$ cat src/sv/mfrr_pkg.sv
`default_nettype none
// ============================================================================
// mfrr_pkg
// Shared types and constants for the MIPS fragment relocation resolver.
// ============================================================================
package mfrr_pkg;

    // configuration register indexes
    localparam logic [1:0] CFG_SECTION_BASE = 2'd0;
    localparam logic [1:0] CFG_BODY_SIZE    = 2'd1;
    localparam logic [1:0] CFG_OWN_SECTION  = 2'd2;

    // raw entry type codes (entry bits 30:24)
    localparam logic [6:0] TYPE_ABS32 = 7'd2;
    localparam logic [6:0] TYPE_J26   = 7'd4;
    localparam logic [6:0] TYPE_HI16  = 7'd5;
    localparam logic [6:0] TYPE_LO16  = 7'd6;

    // result kinds
    localparam logic [1:0] KIND_ABS = 2'd0;
    localparam logic [1:0] KIND_JMP = 2'd1;
    localparam logic [1:0] KIND_HI  = 2'd2;
    localparam logic [1:0] KIND_LO  = 2'd3;

    // pair status
    localparam logic [1:0] ST_RESOLVED = 2'd0;
    localparam logic [1:0] ST_UNPAIRED = 2'd1;
    localparam logic [1:0] ST_OVERFLOW = 2'd2;

    // drain modes
    localparam logic [1:0] MODE_PAIR = 2'd0;
    localparam logic [1:0] MODE_OVF  = 2'd1;
    localparam logic [1:0] MODE_END  = 2'd2;

    localparam logic [24:0] WORD_BYTES = 25'd4;

    typedef struct packed {
        logic [31:0] entry_word;
        logic [31:0] insn_word;
        logic        table_end;
    } t_in_item;

    typedef struct packed {
        logic [31:0] reloc_address;
        logic [1:0]  reloc_kind;
        logic [31:0] target_offset;
        logic [15:0] tgt_section;
        logic [1:0]  pair_status;
        logic        abs32_present;
        logic        last_of_run;
    } t_out_item;

    typedef struct packed {
        logic [1:0]  kind;
        logic [23:0] offset;
        logic [31:0] word;
    } t_hold_ent;

    // controller -> datapath
    typedef struct packed {
        logic       capture;
        logic       rd;
        logic       drain_done;
        logic       push;
        logic       emit;
        logic       emit_self;
        logic [1:0] mode;
        logic       last;
    } t_cmd;

    // datapath -> controller
    typedef struct packed {
        logic ok;
        logic is_lo;
        logic is_hi;
        logic is_end;
        logic cnt_zero;
        logic cnt_full;
        logic idx_done;
        logic out_free;
    } t_sts;

endpackage
`default_nettype wire

$ cat src/sv/mfrr_ctrl.sv
`default_nettype none
// ============================================================================
// mfrr_ctrl
// Sequencer: decides per entry whether to drain, hold or emit directly.
// ============================================================================
module mfrr_ctrl (
    input  wire logic          i_clk,
    input  wire logic          i_rst_n,
    input  wire logic          i_in_valid,
    output logic               o_in_ready,
    input  wire mfrr_pkg::t_sts i_sts,
    output mfrr_pkg::t_cmd     o_cmd
);
    import mfrr_pkg::*;

    localparam logic [2:0] S_IDLE   = 3'd0;
    localparam logic [2:0] S_DECIDE = 3'd1;
    localparam logic [2:0] S_DRD    = 3'd2;
    localparam logic [2:0] S_DEM    = 3'd3;
    localparam logic [2:0] S_POST   = 3'd4;
    localparam logic [2:0] S_SELF   = 3'd5;

    logic [2:0] r_state, n_state;
    logic [1:0] r_mode, n_mode;
    logic       drain_last;

    assign o_in_ready = (r_state == S_IDLE);

    // last held entry ends the run unless something follows the drain
    always_comb begin
        unique case (r_mode)
            MODE_PAIR: drain_last = 1'b0;
            MODE_OVF:  drain_last = i_sts.is_hi && !i_sts.is_end;
            default:   drain_last = 1'b1;
        endcase
    end

    always_comb begin
        n_state   = r_state;
        n_mode    = r_mode;
        o_cmd     = '0;
        o_cmd.mode = r_mode;
        unique case (r_state)
            S_IDLE: begin
                if (i_in_valid) begin
                    o_cmd.capture = 1'b1;
                    n_state       = S_DECIDE;
                end
            end
            S_DECIDE: begin
                if (i_sts.ok && i_sts.is_lo) begin
                    if (!i_sts.cnt_zero) begin
                        n_mode  = MODE_PAIR;
                        n_state = S_DRD;
                    end else begin
                        n_state = S_SELF;
                    end
                end else if (i_sts.ok) begin
                    if (i_sts.cnt_full) begin
                        n_mode  = MODE_OVF;
                        n_state = S_DRD;
                    end else if (i_sts.is_hi || !i_sts.cnt_zero) begin
                        o_cmd.push = 1'b1;
                        if (i_sts.is_end) begin
                            n_mode  = MODE_END;
                            n_state = S_DRD;
                        end else begin
                            n_state = S_IDLE;
                        end
                    end else begin
                        n_state = S_SELF;
                    end
                end else if (i_sts.is_end && !i_sts.cnt_zero) begin
                    n_mode  = MODE_END;
                    n_state = S_DRD;
                end else begin
                    n_state = S_IDLE;
                end
            end
            S_DRD: begin
                o_cmd.rd = 1'b1;
                n_state  = S_DEM;
            end
            S_DEM: begin
                if (i_sts.out_free) begin
                    o_cmd.emit = 1'b1;
                    o_cmd.last = i_sts.idx_done && drain_last;
                    if (i_sts.idx_done) begin
                        o_cmd.drain_done = 1'b1;
                        unique case (r_mode)
                            MODE_PAIR: n_state = S_SELF;
                            MODE_OVF:  n_state = S_POST;
                            default:   n_state = S_IDLE;
                        endcase
                    end else begin
                        n_state = S_DRD;
                    end
                end
            end
            S_POST: begin
                // buffer just emptied by overflow
                if (i_sts.is_hi) begin
                    o_cmd.push = 1'b1;
                    if (i_sts.is_end) begin
                        n_mode  = MODE_END;
                        n_state = S_DRD;
                    end else begin
                        n_state = S_IDLE;
                    end
                end else begin
                    n_state = S_SELF;
                end
            end
            S_SELF: begin
                if (i_sts.out_free) begin
                    o_cmd.emit      = 1'b1;
                    o_cmd.emit_self = 1'b1;
                    o_cmd.last      = 1'b1;
                    n_state         = S_IDLE;
                end
            end
            default: n_state = S_IDLE;
        endcase
    end

    always_ff @(posedge i_clk) begin
        if (!i_rst_n) begin
            r_state <= S_IDLE;
            r_mode  <= MODE_PAIR;
        end else begin
            r_state <= n_state;
            r_mode  <= n_mode;
        end
    end

endmodule
`default_nettype wire

$ cat src/sv/mfrr_dpath.sv
`default_nettype none
// ============================================================================
// mfrr_dpath
// Config registers, entry decode, hold buffer RAM and result register.
// ============================================================================
module mfrr_dpath #(
    parameter int HOLD_DEPTH = 8
) (
    input  wire logic               i_clk,
    input  wire logic               i_rst_n,
    input  wire logic               i_cfg_we,
    input  wire logic [1:0]         i_cfg_idx,
    input  wire logic [31:0]        i_cfg_data,
    input  wire mfrr_pkg::t_in_item i_in,
    input  wire mfrr_pkg::t_cmd     i_cmd,
    output mfrr_pkg::t_sts          o_sts,
    output logic                    o_out_valid,
    input  wire logic               i_out_ready,
    output mfrr_pkg::t_out_item     o_out
);
    import mfrr_pkg::*;

    localparam int AW = (HOLD_DEPTH > 1) ? $clog2(HOLD_DEPTH) : 1;
    localparam int CW = $clog2(HOLD_DEPTH + 1);

    // configuration
    logic [31:0] r_base;
    logic [24:0] r_body_size;
    logic [15:0] r_own;

    // captured entry
    logic        r_ok;
    logic [1:0]  r_kind;
    logic [23:0] r_off;
    logic [31:0] r_word;
    logic        r_end;
    logic [31:0] r_lo_adj;   // sext(lo16) - base

    // hold buffer and tracking
    t_hold_ent   r_mem [HOLD_DEPTH];
    t_hold_ent   r_rd;
    logic [CW-1:0] r_cnt;
    logic [CW-1:0] r_idx;
    logic [15:0] r_hi_half;
    logic        r_hi_seen;
    logic        r_abs;

    // decode of the incoming entry
    logic [6:0]  in_type;
    logic [23:0] in_off;
    logic        in_known;
    logic [1:0]  in_kind;
    logic        in_fits;

    assign in_type = i_in.entry_word[30:24];
    assign in_off  = i_in.entry_word[23:0];
    assign in_fits = ({1'b0, in_off} + WORD_BYTES) <= r_body_size;

    always_comb begin
        in_known = 1'b1;
        in_kind  = KIND_ABS;
        unique case (in_type)
            TYPE_ABS32: in_kind = KIND_ABS;
            TYPE_J26:   in_kind = KIND_JMP;
            TYPE_HI16:  in_kind = KIND_HI;
            TYPE_LO16:  in_kind = KIND_LO;
            default:    in_known = 1'b0;
        endcase
    end

    always_ff @(posedge i_clk) begin
        if (!i_rst_n) begin
            r_base      <= '0;
            r_body_size <= '0;
            r_own       <= '0;
        end else if (i_cfg_we) begin
            unique case (i_cfg_idx)
                CFG_SECTION_BASE: r_base      <= i_cfg_data;
                CFG_BODY_SIZE:    r_body_size <= i_cfg_data[24:0];
                CFG_OWN_SECTION:  r_own       <= i_cfg_data[15:0];
                default: ;
            endcase
        end
    end

    always_ff @(posedge i_clk) begin
        if (i_cmd.capture) begin
            r_ok     <= in_known && in_fits;
            r_kind   <= in_kind;
            r_off    <= in_off;
            r_word   <= i_in.insn_word;
            r_end    <= i_in.table_end;
            r_lo_adj <= {{16{i_in.insn_word[15]}}, i_in.insn_word[15:0]} - r_base;
        end
    end

    // hold buffer RAM: one write, one registered read
    always_ff @(posedge i_clk) begin
        if (i_cmd.push) begin
            r_mem[r_cnt[AW-1:0]] <= '{kind: r_kind, offset: r_off, word: r_word};
        end
        if (i_cmd.rd) begin
            r_rd <= r_mem[r_idx[AW-1:0]];
        end
    end

    always_ff @(posedge i_clk) begin
        if (!i_rst_n) begin
            r_cnt     <= '0;
            r_idx     <= '0;
            r_hi_half <= '0;
            r_hi_seen <= 1'b0;
        end else begin
            if (i_cmd.drain_done) begin
                r_cnt <= '0;
                r_idx <= '0;
            end else begin
                if (i_cmd.push) r_cnt <= r_cnt + CW'(1);
                if (i_cmd.rd)   r_idx <= r_idx + CW'(1);
            end
            if (i_cmd.push && (r_kind == KIND_HI)) begin
                r_hi_half <= r_word[15:0];
                r_hi_seen <= 1'b1;
            end
        end
    end

    assign o_sts.ok       = r_ok;
    assign o_sts.is_lo    = (r_kind == KIND_LO);
    assign o_sts.is_hi    = (r_kind == KIND_HI);
    assign o_sts.is_end   = r_end;
    assign o_sts.cnt_zero = (r_cnt == '0);
    assign o_sts.cnt_full = (r_cnt == CW'(HOLD_DEPTH));
    assign o_sts.idx_done = (r_idx == r_cnt);
    assign o_sts.out_free = !o_out_valid || i_out_ready;

    // result formation
    logic [1:0]  src_kind;
    logic [23:0] src_off;
    logic [31:0] src_word;
    logic [15:0] hi16;
    logic [31:0] pair_sum;
    logic [31:0] solo_tgt;
    logic [31:0] tgt;
    logic [1:0]  status;
    logic        abs_next;

    assign src_kind = i_cmd.emit_self ? r_kind : r_rd.kind;
    assign src_off  = i_cmd.emit_self ? r_off  : r_rd.offset;
    assign src_word = i_cmd.emit_self ? r_word : r_rd.word;
    assign hi16     = i_cmd.emit_self ? r_hi_half : src_word[15:0];
    assign pair_sum = {hi16, 16'h0000} + r_lo_adj;
    assign solo_tgt = ((src_kind == KIND_ABS) ? src_word
                       : {r_base[31:28], src_word[25:0], 2'b00}) - r_base;
    assign abs_next = r_abs || (src_kind == KIND_ABS);

    always_comb begin
        tgt    = solo_tgt;
        status = ST_RESOLVED;
        if (i_cmd.emit_self) begin
            if (src_kind == KIND_LO) begin
                tgt    = r_hi_seen ? pair_sum : '0;
                status = r_hi_seen ? ST_RESOLVED : ST_UNPAIRED;
            end
        end else if (src_kind == KIND_HI) begin
            unique case (i_cmd.mode)
                MODE_PAIR: begin
                    tgt    = pair_sum;
                    status = ST_RESOLVED;
                end
                MODE_OVF: begin
                    tgt    = '0;
                    status = ST_OVERFLOW;
                end
                default: begin
                    tgt    = '0;
                    status = ST_UNPAIRED;
                end
            endcase
        end
    end

    always_ff @(posedge i_clk) begin
        if (!i_rst_n) begin
            o_out_valid <= 1'b0;
            r_abs       <= 1'b0;
        end else if (i_cmd.emit) begin
            o_out_valid <= 1'b1;
            r_abs       <= abs_next;
        end else if (i_out_ready) begin
            o_out_valid <= 1'b0;
        end
    end

    always_ff @(posedge i_clk) begin
        if (i_cmd.emit) begin
            o_out.reloc_address <= r_base + {8'h00, src_off};
            o_out.reloc_kind    <= src_kind;
            o_out.target_offset <= tgt;
            o_out.tgt_section   <= r_own;
            o_out.pair_status   <= status;
            o_out.abs32_present <= abs_next;
            o_out.last_of_run   <= i_cmd.last;
        end
    end

endmodule
`default_nettype wire

$ cat src/sv/mips_fragment_reloc_resolver_core.sv
`default_nettype none
// Flow: an ABS32/J26/LO16 with an empty hold buffer is captured, decided and
//   emitted via the result register; a held HI16 (or one queued behind) waits for a drain.
// Entries: a new entry is taken only when the last one is done; each held entry drained
//   is a buffer read, then an emit; an overflow flush adds a post step. Sink stalls add more.
// Reset: synchronous active-low; clears config, buffer count, last HI16 and the
//   ABS32 flag. Buffer contents are not cleared (only filled slots are read).
// ============================================================================
// mips_fragment_reloc_resolver_core
// Resolves MIPS ABS32/J26/HI16/LO16 relocation entries, pairing HI16 with
// the next LO16 and preserving table order through a hold buffer.
// ============================================================================
module mips_fragment_reloc_resolver_core #(
    parameter int HOLD_DEPTH = 8
) (
    input  wire logic                i_clk,
    input  wire logic                i_rst_n,
    // config write port
    input  wire logic                i_cfg_we,
    input  wire logic [1:0]          i_cfg_idx,
    input  wire logic [31:0]         i_cfg_data,
    // entry channel
    input  wire logic                i_in_valid,
    output logic                     o_in_ready,
    input  wire mfrr_pkg::t_in_item  i_in,
    // result channel
    output logic                     o_out_valid,
    input  wire logic                i_out_ready,
    output mfrr_pkg::t_out_item      o_out
);
    import mfrr_pkg::*;

    t_cmd cmd;
    t_sts sts;

    // Controller: one entry in flight. Each beat goes through a single
    // result register; the next held entry can be read while the sink stalls.
    mfrr_ctrl u_ctrl (
        .i_clk      (i_clk),
        .i_rst_n    (i_rst_n),
        .i_in_valid (i_in_valid),
        .o_in_ready (o_in_ready),
        .i_sts      (sts),
        .o_cmd      (cmd)
    );

    // Datapath: decode, hold buffer RAM (HOLD_DEPTH x 58b), target math.
    // HI16 pairs use sext(lo)-base precomputed at capture, so each
    // result needs just one 32-bit add on the emit path.
    mfrr_dpath #(
        .HOLD_DEPTH (HOLD_DEPTH)
    ) u_dpath (
        .i_clk       (i_clk),
        .i_rst_n     (i_rst_n),
        .i_cfg_we    (i_cfg_we),
        .i_cfg_idx   (i_cfg_idx),
        .i_cfg_data  (i_cfg_data),
        .i_in        (i_in),
        .i_cmd       (cmd),
        .o_sts       (sts),
        .o_out_valid (o_out_valid),
        .i_out_ready (i_out_ready),
        .o_out       (o_out)
    );

endmodule
`default_nettype wire

$ cat config.mk
export PLATFORM = sky130hd
export DESIGN_NAME = mips_fragment_reloc_resolver_core
export DESIGN_NICKNAME = d
export VERILOG_FILES = /design/src/sv/mfrr_pkg.sv /design/src/sv/mfrr_ctrl.sv /design/src/sv/mfrr_dpath.sv /design/src/sv/mips_fragment_reloc_resolver_core.sv
export SDC_FILE = /design/constraint.sdc
export NUM_CORES = 1
export LEC_CHECK = 0
export BUFFER_PORTS_ARGS = -buffer_cell sky130_fd_sc_hd__buf_2
export CAP_MARGIN = 0
export CORE_MARGIN = 2
export CORE_UTILIZATION = 40
export DETAILED_ROUTE_END_ITERATION = 12
export HOLD_SLACK_MARGIN = 0.12
export PLACE_DENSITY = 0.67
export RECOVER_POWER = 25
export SLEW_MARGIN = 5
export SYNTH_ARGS = -nofsm -noshare
export SYNTH_HDL_FRONTEND = slang
export SYNTH_SLANG_ARGS = --single-unit
$ cat constraint.sdc
create_clock -name i_clk -period 6.84 [get_ports i_clk]
set_clock_uncertainty 0.1 [all_clocks]
set_input_delay 1.368 -clock i_clk [delete_from_list [all_inputs] [get_ports i_clk]]
set_output_delay 1.368 -clock i_clk [all_outputs]
set_load 0.1 [all_outputs]
==> results.py <==
metrics = {
    "yosys": {
        "synth.distinct_cells": 89,
        "synth_edf_count": 700,
        "syn_inst": 2758,
        "netlist_area_sq_um": 37100,
        "synth-seq-area-share": 0.623,
        "synth_area_per_cell_sq_um": 13.5,
        "ys_ff_latch": 805,
        "yosys_warnings": 0,
        "ys.flop_type": "edfxtp_1",
        "syn_nets": 2996,
        "async_reset_ff_frac": 0,
    },
    "min_path": {
        "hold_end": "u_dpath.o_out[19]",
        "min_from": "u_dpath.r_own[15]",
        "holdPathStages": 0,
        "hp-class": "flip-flop to flip-flop",
    },
    "critical_path": {
        "worstPathRequired_ns": 7.13,
        "endpoint_kind": "flip-flop",
        "crit_slowest_cell": "a31oi_1",
        "critical_path_class": "input pin to flip-flop",
        "worst_path_most_repeated_cell": "a21oi_1",
        "critPathTopFamily": "compound AO/OA/AOI/OAI gates",
        "rr_endpoint": "u_dpath.o_out[51]",
        "slowest_delay_ns": 0.49,
        "crit_path_cell_trace": "buf_2 -> nand2b_1 -> and3_2 -> nand2_1 -> o31ai_4 -> buf_12 -> nand2_1 -> and3_1 -> a31oi_1 -> ha_1 -> a21oi_1 -> o21bai_1 -> a21oi_1 -> nor2_1 -> a21oi_1 -> o21ai_1 -> a211oi_1 -> xnor2_1 -> o221a_1",
        "reg2regPathDepth": 18,
        "arrival_ns": 5.80,
        "rrSetupSlack_ns": 1.67,
        "start_kind": "input pin",
        "cp_max_fo": 59,
        "reg2reg_from": "u_ctrl.r_state[2]",
        "path_buf_inv": 2,
    },
    "clock_network": {
        "cts-resized-gates": 0,
        "cts_buffer_depth": 3,
        "hold_buffers": 0,
        "cts_sinks": 805,
        "cts_tree": "built",
        "cts_root_buffer": "clkbuf_16",
        "cts_buffers": 82,
        "worstSkewPairLatency_ns": 0.65,
        "clk_pin_slew_ns": 0.06,
        "cts_htree_levels": 3,
        "post_cts_buffers": 0,
    },
    "route": {
        "routed_wl_microns": 97600,
        "first_iter_violations": 2375,
        "post_drt_wl_per_cell_microns": 22.9,
        "vias_per_cell": 5.49,
        "drc": 0,
        "first_pass_iters": 7,
        "ant_nets": 0,
        "route.vias.total": 23400,
    },
    "sta": {
        "finalHoldViolations": 0,
        "max_clock_freq_mhz": 182,
        "tns_ns": 0,
        "period_needed_ns": 5.51,
        "worstMarginPinSlew_ns": 1.20,
        "rsz0062_at_grt": "false",
        "slew_headroom": 0.195,
        "fin_crit_sh": 0.805,
        "slew_viol_final": 0,
        "setup_viol_count_final": 0,
    },
    "global_route": {
        "grt_antenna_before_repair": 5,
        "grt_pass1_wl_microns": 143000,
        "grt_usage": 0.203,
        "overflow": 0,
        "grt_pass1_vias": 22700,
        "grt_max_degree": 77,
    },
    "floorplanning": {
        "start_util": 0.404,
        "rows": 111,
        "die_y_microns": 309,
        "io-pin-count": 192,
        "die_area_sq_um": 95200,
        "die_w_microns": 309,
        "core_area_sq_um": 91800,
    },
    "place": {
        "io_buffer_count": 190,
        "place.gp.congestion": 0.893,
        "dp_hpwl_microns": 66200,
        "placedCellCount": 4108,
        "place_area_sq_um": 39500,
    },
    "power": {
        "ir_worst_vdd_v": 0.000205,
        "p_per_area_nw_per_um2": 260,
        "power.leakage_uw": 0.0146,
    },
    "run_status": {
        "status": "completed",
    },
    "finish": {
        "layout-drive-gt1-share": 0.191,
        "finish.utilization": 0.459,
        "finalNonFillerCells": 4258,
        "fin_nets": 3187,
        "postLayoutCellArea_sq_um": 42200,
        "syn2layout_area_growth_pct": 13.6,
    },
    "flow_run": {
        "maxCapViolations": 0,
    },
}
## cell usage after synthesis (8+ instances only)
cell type	number	share of area
nor3_1	18	0.0024
nor2b_1	38	0.0064
and3_1	42	0.0071
a211oi_1	15	0.0030
o21ai_0	70	0.0094
a21o_1	55	0.011
ha_1	130	0.044
clkbuf_1	76	0.0077
dfxtp_1	105	0.057
edfxtp_1	700	0.57
nand3_1	31	0.0042
xnor2_1	85	0.020
buf_2	13	0.0018
nand2b_1	16	0.0027
mux2i_1	23	0.0062
o22ai_1	8	0.0013
buf_1	24	0.0024
a21boi_0	82	0.017
nand2_1	471	0.048
mux2_2	58	0.018
nor2_1	110	0.011
a31oi_1	45	0.0076
inv_1	89	0.0090
o21bai_1	16	0.0032
o21a_1	27	0.0055
mux4_2	116	0.070
xor2_1	39	0.0092
a21oi_1	102	0.014
nand4_1	22	0.0037
## worst max path at each step
stage                     depth (start not counted)                   to              start  slack [ns]
final                                            19    u_dpath.o_out[51]        i_out_ready        1.33
after global routing                             18    u_dpath.o_out[51]        i_out_ready        1.02
after CTS                                        19    u_dpath.o_out[51]        i_out_ready        1.44
after detailed placement                         19    u_dpath.o_out[51]        i_out_ready        0.77
after global placement                           18    u_dpath.o_out[51]        i_out_ready        0.74
after floorplan                                  10  u_dpath.r_mem[0][0]  u_dpath.r_kind[0]        0.45
## power breakdown
group	total, uW	switching (uW)	internal [uW]
logic	911	574	337
clock network	4430	1910	2510
registers	5620	131	5490
## cell families after synthesis
family | share of synthesized area
buf+inv | 0.0230
mux | 0.0942
fa+ha+maj | 0.0460
compound gates | 0.0905
xor+xnor | 0.0293
flops | 0.623
simple gates | 0.0941
## worst reg2reg max path: cells and delay by family (launching register included)
kind | cells | cell delay (ns)
flip-flops | 1 | 0.49
XOR/XNOR | 1 | 0.11
AND/OR/NAND/NOR | 6 | 1.27
adder cells (fa/ha/maj) | 1 | 0.42
buffers and inverters | 1 | 0.29
AO/OA/AOI/OAI | 9 | 2.24
## routing by layer
metal,track usage,up-vias,share of wire
met3,0.0442,192,0.079
met1,0.272,11500,0.42
met4,0.0774,8,0.041
met2,0.325,977,0.46
met5,0,-,0.00056
li1,-,10700,-
## cell usage in the layout, fill, tap and decap left out, types with 6 or more instances in the layout
cell type  synthesis  layout
edfxtp_1         700     700
nand2_1          471     471
buf_2             13     190
ha_1             130     130
mux4_2           116     116
nor2_1           110     102
dfxtp_1          105     102
a21oi_1          102     101
inv_1             89      89
xnor2_1           85      85
a21boi_0          82      82
clkbuf_16          0      82
o21ai_0           70      70
mux2_2            58      58
a21o_1            55      55
a31oi_1           45      45
and3_1            42      41
xor2_1            39      39
nor2b_1           38      38
buf_4              4      34
nand3_1           31      31
o21a_1            27      27
mux2i_1           23      23
nand4_1           22      22
clkinv_2           0      17
clkbuf_1          76      17
nand2b_1          16      16
nor3_1            18      16
o21bai_1          16      16
a211oi_1          15      15
clkinv_1           0      10
nor2_4             0       8
o22ai_1            8       8
o211ai_1           7       7
o31ai_1            6       6
nor4_1             6       6
and2_1             7       6
bufinv_16          0       6
## sequential cells by signal, indices dropped and copies added (netlist names), 2 cells and up
name                 flops
u_dpath.r_idx            4
u_dpath.r_word          32
u_dpath.r_mem          464
u_dpath.r_base          32
u_ctrl.r_mode            2
u_dpath.r_body_size     25
u_dpath.r_lo_adj        32
u_dpath.r_hi_half       16
u_ctrl.r_state           3
u_dpath.o_out           86
u_dpath.r_own           16
u_dpath.r_cnt            4
u_dpath.r_kind           2
u_dpath.r_off           24
u_dpath.r_rd            58
## final cells by class
cell class | instances | area (sq um)
Timing Repair Buffer | 227 | 1270
Sequential cell | 805 | 23100
Fill cell | 8033 | 49600
Inverter | 89 | 334
Tap cell | 1243 | 1560
Clock inverter | 45 | 465
Clock buffer | 104 | 2180
Antenna cell | 1 | 2.50
Multi-Input combinational cell | 1744 | 13200
## through the flow
step | total power (uW) | setup slack [ns] | hold WS (ns)
floorplan | 6310 | 0.446 | 0.308
global placement | 6620 | 0.743 | 0.312
detailed placement | 6630 | 0.773 | 0.313
CTS | 11000 | 1.44 | 0.328
global route | 11300 | 1.02 | 0.347
finish | 11000 | 1.33 | 0.330
(Power assumes the default switching activity.)
